[config.mk]
export PLATFORM = sky130hd
export DESIGN_NAME = indexed_list_insert_remove_unit
export DESIGN_NICKNAME = d
export VERILOG_FILES = /design/src/sv/ilir_pkg.sv /design/src/sv/indexed_list_insert_remove_unit.sv /design/src/sv/ilir_pipe_reg.sv /design/src/sv/ilir_list.sv
export SDC_FILE = /design/constraint.sdc
export NUM_CORES = 1
export LEC_CHECK = 0
export BUFFER_PORTS_ARGS = -buffer_cell sky130_fd_sc_hd__buf_2
export CORE_MARGIN = 2
export CORE_UTILIZATION = 64
export CTS_CLUSTER_SIZE = 25
export DETAILED_ROUTE_END_ITERATION = 16
export GPL_ROUTABILITY_DRIVEN = 0
export PLACE_DENSITY = 0.81
export REMOVE_ABC_BUFFERS = 1
export SLEW_MARGIN = 10
export SYNTH_ARGS = -nofsm -noshare
export SYNTH_HDL_FRONTEND = slang
export SYNTH_SLANG_ARGS = --single-unit
[constraint.sdc]
create_clock -name clk -period 7 [get_ports clk]
set_input_delay 0.35 -clock clk [delete_from_list [all_inputs] [get_ports clk]]
set_output_delay 0.35 -clock clk [all_outputs]
set_load 0.01 [all_outputs]
[src/sv/ilir_pkg.sv]
package ilir_pkg;

  localparam int DEPTH_DEFAULT     = 16;
  localparam int WORD_BITS_DEFAULT = 32;

  // Fixed widths of the request and result fields
  localparam int CMD_BITS    = 3;
  localparam int POS_BITS    = 5;
  localparam int WORD_IO_BITS = 32;
  localparam int STATUS_BITS = 2;
  localparam int COUNT_BITS  = 5;

  typedef enum logic [CMD_BITS-1:0] {
    CMD_READ       = 3'd0,
    CMD_PUSH_FRONT = 3'd1,
    CMD_APPEND     = 3'd2,
    CMD_INSERT     = 3'd3,
    CMD_POP_FRONT  = 3'd4,
    CMD_POP_BACK   = 3'd5,
    CMD_REMOVE     = 3'd6
  } cmd_t;

  typedef enum logic [STATUS_BITS-1:0] {
    ST_OK    = 2'd0,
    ST_EMPTY = 2'd1,
    ST_FULL  = 2'd2,
    ST_RANGE = 2'd3
  } status_t;

  typedef enum logic [1:0] {
    EDIT_NONE,
    EDIT_OPEN,
    EDIT_CLOSE
  } edit_t;

  typedef struct packed {
    logic [CMD_BITS-1:0]     command;
    logic [POS_BITS-1:0]     position;
    logic [WORD_IO_BITS-1:0] word_in;
  } request_t;

  typedef struct packed {
    logic [WORD_IO_BITS-1:0] word_out;
    logic [STATUS_BITS-1:0]  status;
    logic [COUNT_BITS-1:0]   entry_count;
  } result_t;

endpackage

[src/sv/indexed_list_insert_remove_unit.sv]
// Indexed list with insert and remove at any position, fixed capacity DEPTH.
// Each request passes through a request register and then a result register.
// Throughput: one request per cycle while the consumer does not stall; each command is
// decoded and applied to the entry array between the request and result registers.
// Reset clears the entry count and both register valids; entry contents are undefined.
module indexed_list_insert_remove_unit import ilir_pkg::*; #(
  parameter int DEPTH     = DEPTH_DEFAULT,
  parameter int WORD_BITS = WORD_BITS_DEFAULT
) (
  input  logic     clk,
  input  logic     rst,
  input  logic     cmd_valid,
  output logic     cmd_stall,
  input  request_t cmd,
  output logic     res_valid,
  input  logic     res_stall,
  output result_t  res
);

  // Request register: holds the command while the list works on it
  logic     req_held;
  logic     req_stall;
  request_t req;

  // Result of the held request, straight from the list decode
  result_t  res_next;
  logic     res_in_stall;

  // Apply the held request to the list only when its result can be stored
  logic     go;

  assign go = req_held && !res_in_stall;

  ilir_pipe_reg #(
    .payload_t (request_t)
  ) u_req_reg (
    .clk        (clk),
    .rst        (rst),
    .up_valid   (cmd_valid),
    .up_stall   (cmd_stall),
    .up_data    (cmd),
    .down_valid (req_held),
    .down_stall (req_stall),
    .down_data  (req)
  );

  // Hold the request while the result register is blocked
  assign req_stall = res_in_stall;

  ilir_list #(
    .DEPTH     (DEPTH),
    .WORD_BITS (WORD_BITS)
  ) u_list (
    .clk (clk),
    .rst (rst),
    .go  (go),
    .req (req),
    .res (res_next)
  );

  // Result register: parts the list from a stalled consumer
  ilir_pipe_reg #(
    .payload_t (result_t)
  ) u_res_reg (
    .clk        (clk),
    .rst        (rst),
    .up_valid   (req_held),
    .up_stall   (res_in_stall),
    .up_data    (res_next),
    .down_valid (res_valid),
    .down_stall (res_stall),
    .down_data  (res)
  );

endmodule

[src/sv/ilir_pipe_reg.sv]
// Valid/stall pipeline register: load when empty or when the held payload leaves.
module ilir_pipe_reg import ilir_pkg::*; #(
  parameter type payload_t = request_t
) (
  input  logic     clk,
  input  logic     rst,
  input  logic     up_valid,
  output logic     up_stall,
  input  payload_t up_data,
  output logic     down_valid,
  input  logic     down_stall,
  output payload_t down_data
);

  logic     held;
  payload_t data;

  assign up_stall   = held && down_stall;
  assign down_valid = held;
  assign down_data  = data;

  always_ff @(posedge clk) begin
    if (rst) begin
      held <= 1'b0;
    end else if (!up_stall) begin
      held <= up_valid;
    end
  end

  always_ff @(posedge clk) begin
    if (up_valid && !up_stall) begin
      data <= up_data;
    end
  end

endmodule

[src/sv/ilir_list.sv]
// List storage with per-entry shift muxes, count register and command decode.
module ilir_list import ilir_pkg::*; #(
  parameter int DEPTH     = DEPTH_DEFAULT,
  parameter int WORD_BITS = WORD_BITS_DEFAULT
) (
  input  logic     clk,
  input  logic     rst,
  input  logic     go,
  input  request_t req,
  output result_t  res
);

  localparam int IW   = (DEPTH > 1) ? $clog2(DEPTH) : 1;
  localparam int CW   = $clog2(DEPTH + 1);
  localparam int PW   = (CW > POS_BITS) ? CW : POS_BITS;
  localparam int KEEP = (WORD_BITS < WORD_IO_BITS) ? WORD_BITS : WORD_IO_BITS;

  logic [WORD_BITS-1:0] entries [DEPTH];
  logic [CW-1:0]        count;
  logic [CW-1:0]        count_next;

  logic [PW-1:0]        pos_w;
  logic [PW-1:0]        cnt_w;
  logic [PW-1:0]        cnt_new_w;
  logic [CW-1:0]        cnt_m1;
  logic [IW-1:0]        pos_idx;
  logic                 full;
  logic                 empty;

  edit_t                edit;
  status_t              status;
  logic [IW-1:0]        at;
  logic                 take;
  logic [WORD_BITS-1:0] word_w;
  logic [WORD_BITS-1:0] rd_word;

  assign pos_w   = PW'(req.position);
  assign cnt_w   = PW'(count);
  assign cnt_m1  = count - CW'(1);
  assign pos_idx = pos_w[IW-1:0];
  assign full    = (count == CW'(DEPTH));
  assign empty   = (count == '0);
  assign rd_word = entries[at];

  always_comb begin
    word_w          = '0;
    word_w[KEEP-1:0] = req.word_in[KEEP-1:0];
  end

  always_comb begin
    status = ST_OK;
    edit   = EDIT_NONE;
    at     = '0;
    take   = 1'b0;
    case (req.command)
      CMD_READ: begin
        if (pos_w >= cnt_w) begin
          status = ST_RANGE;
        end else begin
          at   = pos_idx;
          take = 1'b1;
        end
      end
      CMD_PUSH_FRONT: begin
        if (full) begin
          status = ST_FULL;
        end else begin
          edit = EDIT_OPEN;
        end
      end
      CMD_APPEND: begin
        if (full) begin
          status = ST_FULL;
        end else begin
          edit = EDIT_OPEN;
          at   = count[IW-1:0];
        end
      end
      CMD_INSERT: begin
        if (full) begin
          status = ST_FULL;
        end else if (pos_w > cnt_w) begin
          status = ST_RANGE;
        end else begin
          edit = EDIT_OPEN;
          at   = pos_idx;
        end
      end
      CMD_POP_FRONT: begin
        if (empty) begin
          status = ST_EMPTY;
        end else begin
          edit = EDIT_CLOSE;
          take = 1'b1;
        end
      end
      CMD_POP_BACK: begin
        if (empty) begin
          status = ST_EMPTY;
        end else begin
          edit = EDIT_CLOSE;
          at   = cnt_m1[IW-1:0];
          take = 1'b1;
        end
      end
      CMD_REMOVE: begin
        if (empty) begin
          status = ST_EMPTY;
        end else if (pos_w >= cnt_w) begin
          status = ST_RANGE;
        end else begin
          edit = EDIT_CLOSE;
          at   = pos_idx;
          take = 1'b1;
        end
      end
      default: begin
      end
    endcase
  end

  always_comb begin
    case (edit)
      EDIT_OPEN:  count_next = count + CW'(1);
      EDIT_CLOSE: count_next = cnt_m1;
      default:    count_next = count;
    endcase
  end

  assign cnt_new_w = PW'(count_next);

  always_comb begin
    res             = '0;
    res.status      = status;
    res.entry_count = cnt_new_w[COUNT_BITS-1:0];
    if (take) begin
      res.word_out[KEEP-1:0] = rd_word[KEEP-1:0];
    end
  end

  always_ff @(posedge clk) begin
    if (rst) begin
      count <= '0;
    end else if (go) begin
      count <= count_next;
    end
  end

  // Each entry takes the new word, its lower neighbour or its upper neighbour
  for (genvar i = 0; i < DEPTH; i++) begin : g_entry
    localparam int PREV = (i > 0) ? i - 1 : 0;
    localparam int NEXT = (i < DEPTH - 1) ? i + 1 : i;

    always_ff @(posedge clk) begin
      if (go) begin
        case (edit)
          EDIT_OPEN: begin
            if (at == IW'(i)) begin
              entries[i] <= word_w;
            end else if ((i > 0) && (at < IW'(i))) begin
              entries[i] <= entries[PREV];
            end
          end
          EDIT_CLOSE: begin
            if ((i < DEPTH - 1) && (at <= IW'(i))) begin
              entries[i] <= entries[NEXT];
            end
          end
          default: begin
          end
        endcase
      end
    end
  end

endmodule

==> impl_metrics.csv <==
group,metric,value,unit
global_route,grt_pass1_vias,27200,
drt,vias,27700,
synthesis,synth.distinct_cells,70,
synthesis,synth_area,33600,sq um
drt,dr.pass1.iters,7,
drt,ant_nets,0,
global_route,grt_max_degree,152,
synthesis,ys_warn_count,0,
floorplan,dieWidth,233,um
synthesis,synth_fa_ha_area_frac,0.00336,
worst_setup_path,timing.rr.end,"u_list.entries[8][20]$_DFFE_PP_",
sta,skew,20.1,ps
power_and_ir_drop,ir_worst_vdd,172,uV
synthesis,synthSimpleGateAreaFrac,0.122,
worst_setup_path,reg2reg_slack,1510,ps
synthesis,synth-seq-area-share,0.533,
drt,drt-total-wl,103000,um
global_route,grt_overflow_total,0,
synthesis,synth_async_sr_flop_share,0,
power_and_ir_drop,finalPower,8440,uW
sta,setup_violations,0,
sta,rsz0062_at_grt,"false",
worst_setup_path,crit_path_top_delay_cell,"a21oi_4",
finish,drive_gt1_frac,0.108,
synthesis,synth_mux_area_frac,0.165,
sta,final.min_clock_period,5490,ps
global_route,grt_use_total,0.378,
global_route,use_met1,0.494,
synthesis,synth-compound-area-share,0.136,
worst_setup_path,crit_buf_inv,4,
drt,detail_route.iter0.violations,4552,
worst_setup_path,crit_path_start_kind,"flop",
sta,fin_crit_sh,0.785,
worst_setup_path,crit_arrival,5760,ps
worst_setup_path,cp_max_fo,37,
worst_setup_path,crit_start,"u_list.cnt_w[2]$_SDFFE_PP0P_",
synthesis,synth-edff-count,591,
floorplan,boundaryPins,85,
floorplan,die_h,233,um
sta,fmax,0.182,GHz
synthesis,synth_top_family_by_area,"multiplexers",
placement,hpwl,58700,um
global_route,globalRoute.busiestLayer,"met2",
clock_network,cts.clk_slew.worst_paths,60,ps
synthesis,synth_xor_area_frac,0.000261,
clock_network,clk_latency,610,ps
synthesis,synth_cells,3259,
worst_setup_path,rr_worst_depth,13,
floorplan,die_area,54300,sq um
global_route,met3_usage,0.114,
finish,nFillCells,3497,
finish,area_growth,9.63,%
synthesis,ys_ff_latch,598,
synthesis,synth_area_per_cell,10.3,sq um
global_route,antenna_found_initial,0,
drt,drc,0,
sta,relSlewSlack,0.0865,
drt,vias_per_cell,7.00,
clock_network,cts_buffer_depth,3,
worst_setup_path,critPathRequiredTime,7270,ps
sta,worstMarginPinSlew,1370,ps
worst_setup_path,endpoint_kind,"flop",
clock_network,cts.sinks,598,
clock_network,cts_setup_buffers,0,
clock_network,cts_resized,0,
finish,nets,3284,
clock_network,cts_made_buffers,67,
worst_hold_path,worstHoldPathCells,3,
worst_setup_path,path_cells,"inv_1 > ha_1 > a21oi_1 > o21ai_0 > o21a_1 > a311oi_1 > ha_1 > nand2_1 > inv_2 > buf_4 > nor2_1 > a21oi_4 > buf_4",
clock_network,cts_tree,"done",
worst_hold_path,hold_start,"cmd_valid",
status,status,"finished, final reports clean",
power_and_ir_drop,power_density,230,nW/um^2
worst_hold_path,hp-class,"in2reg",
power_and_ir_drop,leakage,0.0141,uW
floorplan,coreArea,51600,sq um
worst_setup_path,cpPeakStageDelay,740,ps
sta,drv_slew,0,
clock_network,htreeDepth,3,
job,maxCapViolations,0,
clock_network,post_cts_hold_buffer_count,41,
global_route,grt_pass1_wl,155000,um
floorplan,start_util,0.650,
worst_setup_path,critical-path-top-delay-family,"compound AO/OA/AOI/OAI gates",
floorplan,row_count,83,
placement,place.port_buffers,84,
drt,post_drt_wl_per_cell,26.0,um
global_route,grtUsageMet2,0.577,
worst_setup_path,worstSetupPathType,"reg2reg",
finish,num_antenna_cells,0,
worst_setup_path,timing.rr.start,"u_list.cnt_w[2]$_SDFFE_PP0P_",
synthesis,synthFlopType,"edfxtp_1",
sta,hold_violations,0,
worst_hold_path,hold_end,"u_req_reg.down_valid$_SDFFE_PP0N_",
clock_network,cts_root_buf,"clkbuf_16",
sta,setup-tns-final,0,ps
power by group:
group / internal (uW) / switching [uW]
Clock: 2050 / 1460
Combinational: 269 / 440
Sequential: 4100 / 131
final cells by class:
cell class,count,area [sq um],area share
timing repair buffer,181,1300,0.0352
multi-input combinational,2370,14600,0.397
inverter,13,48.8,0.00133
clock buffer,92,1830,0.0498
clock inverter,21,253,0.00687
sequential,598,17900,0.486
tap,680,851,0.0231
metal layers:
layer / wire length [um] / up-vias
met5: 0 / -
met3: 15200 / 431
met2: 45800 / 2354
li1: - / 11800
met4: 4960 / 0
met1: 36900 / 13100
how the worst max path moves through the flow:
stage,to,slack (ps),cells after the start
floorplan,u_list.entries[13][0]$_DFFE_PP_,-5340,8
global placement,u_list.entries[1][15]$_DFFE_PP_,1770,15
detailed placement,u_list.entries[9][29]$_DFFE_PP_,1670,14
CTS,u_list.entries[8][20]$_DFFE_PP_,1640,13
global route,u_list.entries[1][11]$_DFFE_PP_,1170,15
finish,u_list.entries[8][20]$_DFFE_PP_,1510,13
metrics by stage:
step | setup WS, ps | util | hold WS (ps) | area (sq um) | std cells
6_report | 1510 | 0.713 | 8.81 | 36800 | 3955
5_1_grt | 1170 | 0.713 | 12.8 | 36800 | 3955
4_1_cts | 1640 | 0.712 | 4.13 | 36800 | 3954
3_5_place_dp | 1670 | 0.664 | 511 | 34300 | 3800
3_3_place_gp | 1770 | 0.664 | 468 | 34300 | 3800
2_1_floorplan | -5340 | - | 419 | 32200 | 2981
sequential cells by signal, summed over array words and instances, names as in the netlist:
name                  count
u_req_reg.down_valid      1
u_list.entries          512
u_res_reg.down_valid      1
u_req_reg.down_data      40
u_list.cnt_w              5
u_res_reg.down_data      39
cells in the final DEF, fill, tap and decap left out, types with 41 or more instances in the layout:
cell	Yosys	layout
mux2i_1	481	481
dlygate4sd3_1	0	41
mux2_2	58	58
buf_2	67	84
a221oi_1	97	97
nor2_1	194	183
edfxtp_1	591	591
clkbuf_16	0	69
o21ai_0	219	218
buf_4	25	53
nand2_1	785	779
a21oi_1	276	269
o21ai_1	78	78
logic make-up (layout without fill, tap and decap cells):
family	after synthesis	in the layout
flip-flops	598	598
multiplexers	545	545
AO/OA/AOI/OAI	776	776
XOR/XNOR	1	1
adder cells (fa/ha/maj)	9	9
buffers and inverters	291	307
AND/OR/NAND/NOR	1039	1039
cells in the mapped netlist, drive strengths merged, types with 4 or more instances:
cell / number / area (sq um)
nand2b: 5 / 31.3
mux2i: 481 / 4810
ha: 9 / 113
inv: 12 / 45.0
a211oi: 33 / 248
nor2b: 4 / 25.0
and2: 5 / 31.3
a221oi: 97 / 850
nor3: 10 / 55.1
nand2: 790 / 2980
mux2: 64 / 721
edfxtp: 591 / 17700
dfxtp: 7 / 140
clkbuf: 162 / 608
a21oi: 279 / 1410
nand3: 8 / 45.0
a31oi: 34 / 228
buf: 116 / 711
nor2: 197 / 752
o21ai: 303 / 1550
or2: 5 / 31.3
worst reg2reg max path, delay by kind of cell (launching register included):
| kind | cells | cell delay [ps] |
|---|---|---|
| compound gates | 5 | 1860 |
| fa+ha+maj | 2 | 700 |
| buf+inv | 4 | 1270 |
| flops | 1 | 600 |
| simple gates | 2 | 730 |
No activity file was read; power rests on OpenSTA's default activity.
